## src/rtl/dnserb_pkg.sv

```systemverilog
package dnserb_pkg;

  localparam int unsigned HeaderLen   = 12;
  localparam int unsigned TailLen     = 4;
  localparam int unsigned LabelMax    = 64;
  localparam int unsigned RcodeMax    = 5;
  localparam int unsigned MaxLenReset = 512;

  typedef enum logic [2:0] {
    PH_HEADER  = 3'd0,
    PH_NAMELEN = 3'd1,
    PH_LABEL   = 3'd2,
    PH_TAIL    = 3'd3,
    PH_DROP    = 3'd4
  } phase_t;

  typedef enum logic [2:0] {
    ST_OK        = 3'd0,
    ST_BAD_RCODE = 3'd1,
    ST_LABEL     = 3'd2,
    ST_TRUNC     = 3'd3,
    ST_TOO_LONG  = 3'd4
  } status_t;

  typedef enum logic {
    REG_RCODE   = 1'b0,
    REG_MAX_LEN = 1'b1
  } reg_idx_t;

  typedef struct packed {
    logic [3:0]  rcode;
    logic [15:0] max_len;
  } cfg_t;

  typedef struct packed {
    logic [7:0] data;
    logic       last;
    status_t    status;
  } res_t;

endpackage

```

## src/rtl/dnserb_cfg.sv

```systemverilog
module dnserb_cfg (
  input  logic                clk,
  input  logic                rst_n,
  input  logic                cfg_valid,
  output logic                cfg_ready,
  input  logic                cfg_index,
  input  logic [15:0]         cfg_data,
  output dnserb_pkg::cfg_t    cfg
);
  import dnserb_pkg::*;

  logic [3:0]  rcode_r;
  logic [15:0] max_len_r;

  assign cfg_ready   = 1'b1;
  assign cfg.rcode   = rcode_r;
  assign cfg.max_len = max_len_r;

  always_ff @(posedge clk) begin
    if (!rst_n) begin
      rcode_r   <= 4'd0;
      max_len_r <= 16'(MaxLenReset);
    end else if (cfg_valid && cfg_ready) begin
      unique case (reg_idx_t'(cfg_index))
        REG_RCODE:   rcode_r   <= cfg_data[3:0];
        REG_MAX_LEN: max_len_r <= cfg_data;
        default: ;
      endcase
    end
  end

endmodule

```

## src/rtl/dnserb_parse.sv

```systemverilog
module dnserb_parse (
  input  logic                clk,
  input  logic                rst_n,
  input  logic                accept,
  input  logic [7:0]          in_data,
  input  logic                in_last,
  input  dnserb_pkg::cfg_t    cfg,
  output logic                res_valid,
  output dnserb_pkg::res_t    res
);
  import dnserb_pkg::*;

  phase_t      phase_r, phase_nxt;
  logic [3:0]  header_pos_r, header_pos_nxt;
  logic [5:0]  label_left_r, label_left_nxt;
  logic [2:0]  tail_left_r, tail_left_nxt;
  logic [15:0] out_count_r, out_count_nxt;

  logic [7:0]  ob;
  logic        done;
  logic        fin;
  status_t     err;
  logic [16:0] count_inc;

  assign count_inc = {1'b0, out_count_r} + 17'd1;

  // Result of the current byte.
  always_comb begin
    ob   = in_data;
    done = 1'b0;
    err  = ST_OK;
    unique case (phase_r)
      PH_HEADER: begin
        if (header_pos_r == 4'd2) begin
          ob = {1'b1, 6'd0, in_data[0]};
        end else if (header_pos_r == 4'd3) begin
          ob = {4'd0, cfg.rcode};
        end else if (header_pos_r >= 4'd6) begin
          ob = 8'd0;
        end
      end
      PH_NAMELEN: begin
        if (in_data != 8'd0 && in_data >= 8'(LabelMax)) begin
          err = ST_LABEL;
        end
      end
      PH_TAIL: begin
        done = (tail_left_r == 3'd1);
      end
      default: ;
    endcase
    if (err == ST_OK && in_last && !done) begin
      err = ST_TRUNC;
    end
    if (err == ST_OK && count_inc > {1'b0, cfg.max_len}) begin
      err = ST_TOO_LONG;
    end
    fin = done || (err != ST_OK);
    if (fin && cfg.rcode > 4'(RcodeMax)) begin
      err = ST_BAD_RCODE;
    end
    res_valid  = (phase_r != PH_DROP);
    res.data   = ob;
    res.last   = fin;
    res.status = fin ? err : ST_OK;
  end

  // Next state.
  always_comb begin
    phase_nxt      = phase_r;
    header_pos_nxt = header_pos_r;
    label_left_nxt = label_left_r;
    tail_left_nxt  = tail_left_r;
    out_count_nxt  = count_inc[15:0];
    unique case (phase_r)
      PH_HEADER: begin
        if (header_pos_r == 4'(HeaderLen - 1)) begin
          header_pos_nxt = 4'd0;
          phase_nxt      = PH_NAMELEN;
        end else begin
          header_pos_nxt = header_pos_r + 4'd1;
        end
      end
      PH_NAMELEN: begin
        if (in_data == 8'd0) begin
          tail_left_nxt = 3'(TailLen);
          phase_nxt     = PH_TAIL;
        end else if (in_data < 8'(LabelMax)) begin
          label_left_nxt = in_data[5:0];
          phase_nxt      = PH_LABEL;
        end
      end
      PH_LABEL: begin
        label_left_nxt = label_left_r - 6'd1;
        if (label_left_r == 6'd1) begin
          phase_nxt = PH_NAMELEN;
        end
      end
      PH_TAIL: begin
        tail_left_nxt = tail_left_r - 3'd1;
      end
      PH_DROP: begin
        out_count_nxt = out_count_r;
      end
      default: ;
    endcase
    if ((phase_r == PH_DROP && in_last) || (phase_r != PH_DROP && fin)) begin
      phase_nxt      = (phase_r != PH_DROP && !in_last) ? PH_DROP : PH_HEADER;
      header_pos_nxt = 4'd0;
      label_left_nxt = 6'd0;
      tail_left_nxt  = 3'd0;
      out_count_nxt  = 16'd0;
    end
  end

  always_ff @(posedge clk) begin
    if (!rst_n) begin
      phase_r      <= PH_HEADER;
      header_pos_r <= 4'd0;
      label_left_r <= 6'd0;
      tail_left_r  <= 3'd0;
      out_count_r  <= 16'd0;
    end else if (accept) begin
      phase_r      <= phase_nxt;
      header_pos_r <= header_pos_nxt;
      label_left_r <= label_left_nxt;
      tail_left_r  <= tail_left_nxt;
      out_count_r  <= out_count_nxt;
    end
  end

  a_status_only_final: assert property (@(posedge clk) disable iff (!rst_n)
    !res.last |-> res.status == ST_OK) else $error("status on non-final byte");

  a_drop_silent: assert property (@(posedge clk) disable iff (!rst_n)
    phase_r == PH_DROP |-> !res_valid) else $error("result while dropping");

  a_label_nonzero: assert property (@(posedge clk) disable iff (!rst_n)
    phase_r == PH_LABEL |-> label_left_r != 6'd0) else $error("empty label body");

endmodule

```

## src/rtl/dnserb_oreg.sv

```systemverilog
module dnserb_oreg (
  input  logic                clk,
  input  logic                rst_n,
  input  logic                push,
  input  dnserb_pkg::res_t    push_res,
  output logic                in_ready,
  output logic                out_valid,
  input  logic                out_ready,
  output dnserb_pkg::res_t    out_res
);
  import dnserb_pkg::*;

  logic out_valid_r, out_valid_nxt;
  logic skid_valid_r, skid_valid_nxt;
  res_t out_res_r, out_res_nxt;
  res_t skid_res_r, skid_res_nxt;

  assign in_ready  = !skid_valid_r;
  assign out_valid = out_valid_r;
  assign out_res   = out_res_r;

  always_comb begin
    out_valid_nxt  = out_valid_r;
    skid_valid_nxt = skid_valid_r;
    out_res_nxt    = out_res_r;
    skid_res_nxt   = skid_res_r;
    if (out_valid_r && out_ready) begin
      out_valid_nxt  = skid_valid_r;
      out_res_nxt    = skid_res_r;
      skid_valid_nxt = 1'b0;
    end
    if (push) begin
      if (!out_valid_nxt) begin
        out_valid_nxt = 1'b1;
        out_res_nxt   = push_res;
      end else begin
        skid_valid_nxt = 1'b1;
        skid_res_nxt   = push_res;
      end
    end
  end

  always_ff @(posedge clk) begin
    if (!rst_n) begin
      out_valid_r  <= 1'b0;
      skid_valid_r <= 1'b0;
    end else begin
      out_valid_r  <= out_valid_nxt;
      skid_valid_r <= skid_valid_nxt;
    end
  end

  always_ff @(posedge clk) begin
    out_res_r  <= out_res_nxt;
    skid_res_r <= skid_res_nxt;
  end

  a_skid_behind_out: assert property (@(posedge clk) disable iff (!rst_n)
    skid_valid_r |-> out_valid_r) else $error("skid holds data with output empty");

  a_no_push_when_full: assert property (@(posedge clk) disable iff (!rst_n)
    skid_valid_r |-> !push) else $error("push into full output stage");

endmodule

```

## src/rtl/dns_error_response_builder.sv

```systemverilog
// Channel  Direction  Signals                         Contents
// in_      input      tvalid tready tdata[7:0] tlast  query byte, final byte flag
// out_     output     tvalid tready tdata[7:0] tlast  response byte, final flag,
//                     tuser[2:0]                      status
// cfg_     input      valid ready index data[15:0]    index 0 rcode, 1 max length
//
// One query byte is accepted per cycle while in_tready is high; its response
// byte, if any, is registered and leaves from the output register. A second
// register behind the output keeps the input flowing while the output stalls,
// until it too holds a byte; then in_tready stays low until the output
// register hands on a response byte. Reset is synchronous and clears the
// parser state, the output stage and the registers to rcode 0 and length 512.
module dns_error_response_builder (
  input  logic        clk,
  input  logic        rst_n,
  input  logic        in_tvalid,
  output logic        in_tready,
  input  logic [7:0]  in_tdata,   // [7:0] in_byte
  input  logic        in_tlast,
  output logic        out_tvalid,
  input  logic        out_tready,
  output logic [7:0]  out_tdata,  // [7:0] out_byte
  output logic        out_tlast,
  output logic [2:0]  out_tuser,  // [2:0] status
  input  logic        cfg_valid,
  output logic        cfg_ready,
  input  logic        cfg_index,
  input  logic [15:0] cfg_data
);
  import dnserb_pkg::*;

  cfg_t cfg;
  logic accept;
  logic res_valid;
  res_t res;
  res_t out_res;

  assign accept = in_tvalid && in_tready;

  dnserb_cfg u_cfg (
    .clk       (clk),
    .rst_n     (rst_n),
    .cfg_valid (cfg_valid),
    .cfg_ready (cfg_ready),
    .cfg_index (cfg_index),
    .cfg_data  (cfg_data),
    .cfg       (cfg)
  );

  dnserb_parse u_parse (
    .clk       (clk),
    .rst_n     (rst_n),
    .accept    (accept),
    .in_data   (in_tdata),
    .in_last   (in_tlast),
    .cfg       (cfg),
    .res_valid (res_valid),
    .res       (res)
  );

  dnserb_oreg u_oreg (
    .clk       (clk),
    .rst_n     (rst_n),
    .push      (accept && res_valid),
    .push_res  (res),
    .in_ready  (in_tready),
    .out_valid (out_tvalid),
    .out_ready (out_tready),
    .out_res   (out_res)
  );

  assign out_tdata = out_res.data;
  assign out_tlast = out_res.last;
  assign out_tuser = out_res.status;

endmodule
```

## config.mk

```make
export PLATFORM = sky130hd
export DESIGN_NAME = dns_error_response_builder
export DESIGN_NICKNAME = d
export VERILOG_FILES = /design/src/rtl/dnserb_pkg.sv /design/src/rtl/dnserb_cfg.sv /design/src/rtl/dnserb_parse.sv /design/src/rtl/dnserb_oreg.sv /design/src/rtl/dns_error_response_builder.sv
export SDC_FILE = /design/constraint.sdc
export NUM_CORES = 1
export LEC_CHECK = 0
export ABC_CLOCK_PERIOD_IN_PS = 5700
export BUFFER_PORTS_ARGS = -buffer_cell sky130_fd_sc_hd__buf_2
export CAP_MARGIN = 20
export CORE_MARGIN = 4
export CORE_UTILIZATION = 25
export DETAILED_ROUTE_END_ITERATION = 16
export MAX_ROUTING_LAYER = met4
export REMOVE_ABC_BUFFERS = 1
export SLEW_MARGIN = 25
export SYNTH_ARGS = -nofsm -noshare
export SYNTH_HDL_FRONTEND = slang
export SYNTH_SLANG_ARGS = --single-unit
```

## constraint.sdc

```tcl
create_clock -name clk -period 5.7 [get_ports clk]
set_input_delay 0.285 -clock clk [delete_from_list [all_inputs] [get_ports clk]]
set_output_delay 0.285 -clock clk [all_outputs]
set_load 0.02 [all_outputs]
```

Yosys cells after proc, flatten, opt, wreduce, memory -nomap -nowiden:

Index checks and enable logic that the tools add are counted.

* add/sub/neg operators: 4
* multiply operators: 0
* divide/modulo/power cells: 0
* $lt $le $gt $ge: 5
* equal/unequal tests: 17
* shifts and indexed selects: 0
* multiplexer cells: 38
* bitwise gates (word level): 1
* reduce and logical (&&, ||, !) cells: 34

Operators with widths (count)
* 3-bit two-way mux: 13
* 12-bit two-way mux: 3
* 16-bit two-way mux: 2
* 8-bit two-way mux: 4
* 6-bit two-way mux: 3
* 16-bit by 1-bit adder with 17-bit output (second input constant): 1
* 17-bit by 16-bit > comparator with 1-bit output: 1
* 4-bit two-way mux: 3
* 3-bit by 1-bit != test with 1-bit output (second input constant): 4
* 6-bit one-hot mux with 2 select lines: 1
* 1-bit logical AND: 11
* 2-bit AND reduction: 5
* 3-bit logical NOT: 3
* 3-bit one-hot mux with 3 select lines: 1
* 3-bit nonzero test: 3
* 4-bit by 2-bit == test with 1-bit output (second input constant): 2
* 8-bit by 7-bit >= comparator with 1-bit output (second input constant): 1
* 8-bit logical NOT: 1
* 8-bit by 7-bit < comparator with 1-bit output (second input constant): 1
* 8-bit nonzero test: 1
* 3-bit by 1-bit == test with 1-bit output (second input constant): 2
* 3-bit by 2-bit == test with 1-bit output (second input constant): 2
* 6-bit by 1-bit == test with 1-bit output (second input constant): 1
* 1-bit two-way mux: 6
* 20 further kinds: 24

* bits in registers: 78
* latch bits: 0
* RAM bits: 0
* ROM bits: 0
* input port bits: 31
* output and inout bits: 15
* logic and storage cells: 114
* memories: 0

Longest topological paths before layout:

Gate-level depths: netlist of the first run.

* depth in word-level cells: 18
* gate-level depth with buffers: 15
* mapped depth without buffers: 14

Hierarchy:

From an unflattened synthesis of the first run, not the netlist that was laid out.

* cells, all modules: 503
* area total of the unflattened synthesis: 4521.8 µm²

Modules (own cells, without submodules)
* dnserb_parse: times used 1, cells an instance 349, area each 2603.7 µm², seq. area each 640.6 µm²
* dnserb_oreg: times used 1, cells an instance 63, area each 1072.3 µm², seq. area each 640.6 µm²
* dnserb_cfg: times used 1, cells an instance 89, area each 833.3 µm², seq. area each 400.4 µm²
* dns_error_response_builder: times used 1, cells an instance 2, area each 12.5 µm², seq. area each 0.0 µm²

Least setup slack after synthesis of the first run:

Ideal clock, no wire load.

* path kind: reg-to-reg
* start point: register u_parse.out_count_r[0]
* end point: register u_parse.label_left_r[1]
* setup time: 74 ps
* arrival time: 2943 ps
* required time: 5626 ps
* slack: 2683 ps
* stages on the path, launching flop included: 14
* path buffers: 0
* clock period less this slack: 3017 ps
* cells stage by stage: dfxtp_1 > ha_1 > and4_4 > and2_2 > and3_1 > xor2_1 > ha_1 > a21oi_1 > o21a_1 > o21ai_1 > or4_1 > o211ai_2 > o2111ai_1 > a31oi_1

* cells in the longest elaborated chain, start to end: 10
* elaborated cells on any way between the ends: 13
* those cells by class: 1 x add/sub; 1 x order compare; 2 x eq/ne; 2 x mux; 7 x reduce/logical

RTL lines
* from (decl): RTL line dnserb_parse.sv:17 `logic [15:0] out_count_r, out_count_nxt;`
* from (signal assigned): RTL line dnserb_parse.sv:128 `out_count_r <= out_count_nxt;`
* 16-bit by 1-bit adder with 17-bit output (*): RTL line dnserb_parse.sv:25 `assign count_inc = {1'b0, out_count_r} + 17'd1;`
* 17-bit by 16-bit > comparator with 1-bit output (*): RTL line dnserb_parse.sv:55 `if (err == ST_OK && count_inc > {1'b0, cfg.max_len}) begin`
* 1-bit logical AND (*): RTL line dnserb_parse.sv:55
* 3-bit two-way mux (*): RTL line dnserb_parse.sv:55
* 3-bit nonzero test (*): RTL line dnserb_parse.sv:58 `fin = done || (err != ST_OK);`
* 1-bit logical OR (*): RTL line dnserb_parse.sv:58
* 1-bit logical AND (*): RTL line dnserb_parse.sv:107 `if ((phase_r == PH_DROP && in_last) || (phase_r != PH_DROP && fin)) begin`
* 1-bit logical OR (*): RTL line dnserb_parse.sv:107
* 3-bit != test (no source line), or another cell as far along
* 4-bit AND reduction (no source line)
* to (signal assigned): RTL line dnserb_parse.sv:126 `label_left_r <= label_left_nxt;`
* to (decl): RTL line dnserb_parse.sv:15 `logic [5:0] label_left_r, label_left_nxt;`

Every way passes the cells marked *; elsewhere a longest branch is shown, timed or not.
A chain may end at the register's enable or synchronous reset.

Worst setup path in the final report of the first run:

* start point: register u_parse.out_count_r[0]
* end point: register u_parse.label_left_r[3]

The elaborated chain is that of the path after synthesis.

==> results of run 1 <==
cells by family (layout without fill, tap and decap cells):
| family | Yosys count | after routing | share of synthesized area [%] |
|---|---|---|---|
| fa+ha+maj | 23 | 23 | 6.94 |
| buf+inv | 47 | 90 | 5.04 |
| xor+xnor | 14 | 14 | 2.96 |
| simple gates | 173 | 173 | 20.2 |
| compound gates | 125 | 125 | 19.8 |
| flops | 78 | 78 | 40.6 |
| other cells | 1 | 1 | 0.0905 |
| mux | 18 | 18 | 4.38 |
flip-flops by register name (all words and copies together) (netlist names), 4 cells and up:
name,cells
u_cfg.max_len_r,16
u_cfg.rcode_r,4
u_oreg.out_res,12
u_oreg.skid_res_r,12
u_parse.header_pos_r,4
u_parse.label_left_r,6
u_parse.out_count_r,16
report_power, final:
part	internal [mW]	switching, mW	leakage (nW)
logic	0.0584	0.103	1.17
registers	0.587	0.0159	0.650
clock network	0.336	0.232	0.144
area by class of cell:
type | instances | area share [%]
multi-input combinational | 354 | 46.6
sequential | 78 | 34.7
tap | 216 | 5.58
timing repair buffer | 46 | 4.86
clock buffer | 9 | 4.65
inverter | 28 | 2.17
clock inverter | 7 | 1.34
per-layer routing:
| layer | part of all wire, % | up-vias | routed length, um |
|---|---|---|---|
| met3 | 5.1 | 13 | 514 |
| met4 | 2.3 | 0 | 229 |
| met1 | 51 | 1573 | 5230 |
| li1 | - | 1770 | - |
| met2 | 41 | 82 | 4200 |
| met5 | 0 | - | 0 |
final timing paths:
| path | slack (ns) | cells past startpoint | endpoint |
|---|---|---|---|
| min reg2reg | 0.45 | 2 | u_cfg.max_len_r[13]$_SDFFE_PN0P_ |
| min | 0.18 | 3 | u_cfg.max_len_r[12]$_SDFFE_PN0P_ |
| max | 2.22 | 13 | u_parse.label_left_r[3]$_SDFFE_PN0P_ |
| max reg2reg | 2.22 | 13 | u_parse.label_left_r[3]$_SDFFE_PN0P_ |
placed cells by master (no fill, tap or decap), drive strengths merged, types with 5 or more instances in the layout:
cell type / n
xnor2: 7
clkinv: 6
edfxtp: 12
buf: 46
a211oi: 5
inv: 28
nand3: 16
and2: 9
o22ai: 5
o21ai: 30
nand2: 70
a22o: 18
xor2: 7
dfxtp: 66
a21oi: 45
nor2: 34
mux2i: 17
ha: 23
and3: 9
nor3: 10
clkbuf: 9
critical path: stages, from the launching register on:
cell,delay (ns)
dfxtp_1,0.40
ha_1,0.24
and4_4,0.27
and2_2,0.16
and3_1,0.17
xor2_1,0.19
ha_1,0.27
a21oi_1,0.13
o21a_1,0.13
o21ai_1,0.09
or4_1,0.49
o211ai_2,0.42
nand3_1,0.27
o22ai_1,0.17
through the flow:
step                      setup WS (ns)  instance area, um2  total power, mW  hold slack [ns]  util, %
final                              2.22                4840             1.33            0.178     30.1
after CTS                          2.25                4840             1.35            0.167     30.1
after detailed placement           2.28                4550            0.779            0.448     28.3
after floorplan                    2.68                4040            0.715            0.374        -
after global routing               1.98                4840             1.40            0.177     30.1
after global placement             2.39                4550            0.777            0.444     28.3
==> metrics.txt, run 1 <==
grt peak-use layer met1; final setup vio count 0; Via density 4.66; fin. max-slew vios 0; GRT met3 Usage 2.87%; VDD IR max 0.170 mV; leading area contributor after synthesis dfxtp_1; path category of the worst min-delay check primary input to flop; Slew @ Worst Pin 0.822 ns; post-synthesis sequential area ratio 40.6%; initial antenna violation count 0; Setup Crit Path Kind flop to flop; die height 137 um; syn_area_per_cell 8.65 um2; ant diodes 0; synthesized cell area 4150 um2; Max Freq 287 MHz; worst reg2reg path startpoint u_parse.out_count_r[0]$_SDFFE_PN0P_; clock sinks 78; Core ar. 16100 um2; Worst Path Arrival 3.75 ns; DR vias 3438; asr flop ratio synth 0%; GRT Total Usage 11.8%; row cnt 46; most frequent cells after synthesis nand2_1 (70), dfxtp_1 (66), a21oi_1 (45); critical path fanouts, max 10; RSZ-0062 raised after global routing no; initial DRC count 214; WP data required 5.96 ns; IO Port Bufs 44; TritonRoute pass-1 iters 4; hpwl dp 7420 um; number of global-route vias before repair 3310; Final min period 3.48 ns; PostCTS Resize Cnt 0; Seq. cell area 1680 um2; ANT nets after route 0; # hold bufs at CTS 0; outcome completed; hold path start cfg_data[12]; dpl cells 722; Routed WL per cell 13.8 um; final number of hold-violating endpoints 0; DR DRC count 0; Layout area overhead 16.8%; Post CTS Setup Buffer Count 0; Yosys cell types 65; CTS Buffer Depth 2; synth warn 0; Initial Util 25.8%; first-pass GRT wire length 16800 um; worst setup path start u_parse.out_count_r[0]$_SDFFE_PN0P_; final std cells w/o fill 738; type of origin of the critical path flop; Primary FF master, synth dfxtp_1; largest cells by area after synthesis dfxtp_1 (32%), edfxtp_1 (8.7%), ha_1 (6.9%); pin count of the biggest net entering global routing 30; Post-Route WL 10200 um; multi-input logic area 2260 um2; synthesized instance count 479; clk root buf clkbuf_16; clock buffer count from CTS 9; Clock transition at path regs 0.06 ns; met1 usage 16.5%; io pins 46; CTS tree done; GRT overflow 0; count leader, synth nand2_1; Die ar. 18700 um2; Clock Latency Late Sink 0.34 ns; Power Dens Cells 275 nW/um2; final worst clock skew 0.00660 ns; Yosys top cell area share 31.9%; fin crit share 61.1%; fraction of final layout cells sized beyond drive strength 1 15.7%; GRT met2 Usage 16.5%; max-capacitance violation count 0; Fin Setup TNS 0 ns; H-tree depth 3; EDFF count, synth 12; Layout fillers 1713; CP endpoint kind flop; final net count 571; Placer Congestion 0.829; #FFs+latches synth 78; Die Width 137 um; slew margin rel. 44.8%; Leak 1.97 nW
Power figures use the tool's default switching activity.
==> inputs of run 2 (changes only) <==
- ABC_CLOCK_PERIOD_IN_PS: 5700 -> 2980
- clock period: 5.7 -> 2.98 ns (I/O delays scaled with it)
==> metrics.txt, run 2 (synthesis results as in run 1) <==
FF-to-FF setup slack -0.12 ns; pin count of the biggest net entering global routing 25; row cnt 46; failing checks negative setup slack; initial antenna violation count 0; final net count 622; number of global-route vias before repair 3479; Die ar. 18700 um2; Flop pwr share 44.1%; total power 2.61 mW; hold path start cfg_data[9]; Die Width 137 um; final number of hold-violating endpoints 0; clk root buf clkbuf_16; max-capacitance violation count 0; dpl cells 758; worst reg2reg path startpoint u_parse.out_count_r[1]$_SDFFE_PN0P_; commonest non-fill, non-tap cells in the layout nand2_1 (68), dfxtp_1 (64), buf_4 (49), buf_2 (44), a21oi_1 (37); Switch Pwr 0.696 mW; DP Worst Slack -0.175 ns; Worst Path Arrival 3.38 ns; io pins 46; hpwl dp 7580 um; fraction of final layout cells sized beyond drive strength 1 30.4%; WP data required 3.26 ns; CTS Buffer Depth 2; H-tree depth 3; first-pass GRT wire length 17200 um; # hold bufs at CTS 0; DR vias 3660; Placer Congestion 0.841; Max Freq 323 MHz; critical path fanouts, max 5; outcome finished with violations; Clock Latency Late Sink 0.35 ns; TritonRoute pass-1 iters 4; grt peak-use layer met2; biggest regs u_cfg.max_len_r: 16 flops, u_parse.out_count_r: 16 flops; Layout area overhead 33.1%; Post-Route WL 11000 um; Slew @ Worst Pin 0.808 ns; final std cells w/o fill 789; final setup vio count 26; Sw Ratio 26.6%; met1 usage 16.2%; Hold Path Stages 3; Final min period 3.10 ns; IO Port Bufs 44; VDD IR max 0.285 mV; Via density 4.64; CTS tree done; GRT Total Usage 12.1%; ant diodes 0; fin. max-slew vios 0; type of origin of the critical path flop; Setup Crit Path Kind flop to flop; Leak 2.28 nW; Core ar. 16100 um2; slew margin rel. 46.2%; GRT met2 Usage 17.0%; Gate power share 14.0%; ANT nets after route 0; GRT met3 Usage 4.08%; Worst Hold End u_cfg.max_len_r[9]$_SDFFE_PN1P_; clock sinks 78; RSZ-0062 raised after global routing yes; Int Pwr 1.92 mW; commonest non-fill, non-tap cell in the layout nand2_1; Worst R2R End u_parse.tail_left_r[1]$_SDFFE_PN0P_; Clock transition at path regs 0.06 ns; Final Util 34.3%; die height 137 um; Power Dens Cells 474 nW/um2; Final WS setup -0.117 ns; R2R cell count 15; initial DRC count 179; path category of the worst min-delay check primary input to flop; clock buffer count from CTS 9; Initial Util 25.8%; GRT overflow 0; CP endpoint kind flop; Routed WL per cell 14.0 um; Clock power frac 41.9%; DR DRC count 0; fin crit share 104%; final worst clock skew 0.0115 ns
==> run 2: worst max-delay path by stage <==
stage,start,end,slack (ns),depth (start not counted)
3_3_place_gp,u_parse.out_count_r[0]$_SDFFE_PN0P_,u_parse.label_left_r[2]$_SDFFE_PN0P_,-0.12,14
5_1_grt,u_parse.out_count_r[1]$_SDFFE_PN0P_,u_parse.tail_left_r[1]$_SDFFE_PN0P_,-0.22,15
3_5_place_dp,u_parse.out_count_r[1]$_SDFFE_PN0P_,u_parse.label_left_r[2]$_SDFFE_PN0P_,-0.18,14
4_1_cts,u_parse.out_count_r[1]$_SDFFE_PN0P_,u_parse.label_left_r[2]$_SDFFE_PN0P_,-0.13,14
6_report,u_parse.out_count_r[1]$_SDFFE_PN0P_,u_parse.tail_left_r[1]$_SDFFE_PN0P_,-0.12,15
2_1_floorplan,u_parse.out_count_r[0]$_SDFFE_PN0P_,u_parse.label_left_r[1]$_SDFFE_PN0P_,-0.04,13
==> run 2: through the flow <==
step	hold WS (ns)	instance area [um2]	setup TNS, ns
after floorplan	0.238	4040	-0.150
after global placement	0.380	4830	-2.35
after detailed placement	0.381	4830	-2.85
after CTS	0.0243	5320	-1.73
after global routing	0.0393	5520	-4.57
final	0.0375	5520	-1.28
==> run 2: repair_timing <==
item,in CTS,in global routing
pin swaps,12,27
endpoints found under the hold margin,0,0
cloned,1,2
setup buffers,6,6
setup endpoints to repair,34,38
gates resized for setup,26,32
==> run 2: final cells by class <==
type,instances,area (um2)
inverter,28,105
tap,216,270
multi-input combinational,356,2530
fill,1656,10500
sequential,78,1690
clock inverter,5,60.1
clock buffer,11,233
timing repair buffer,95,633
==> run 2: critical path: stages, from the launching register on <==
cell,delay (ns)
dfxtp_4,0.37
ha_4,0.13
and4_4,0.26
and2_4,0.14
and3_4,0.19
xor2_2,0.16
ha_1,0.28
a21oi_2,0.13
o21a_1,0.13
o21ai_2,0.07
or4_4,0.49
o211ai_4,0.24
clkbuf_16,0.19
buf_4,0.10
a22oi_2,0.04
nor2_1,0.11
==> run 2: routing by layer <==
metal	routed length, um	vias to the layer above
met3	883	13
met4	193	0
met1	5200	1667
li1	-	1877
met2	4750	103
met5	0	-
==> run 2: power groups by stage <==
| stage | combinational (mW) | clock [mW] | sequential, mW |
|---|---|---|---|
| global route | 0.404 | 1.16 | 1.16 |
| global placement | 0.326 | 0 | 1.17 |
| detailed placement | 0.326 | 0 | 1.18 |
| floorplan | 0.158 | 0 | 1.21 |
| CTS | 0.350 | 1.13 | 1.15 |
| finish | 0.367 | 1.09 | 1.15 |
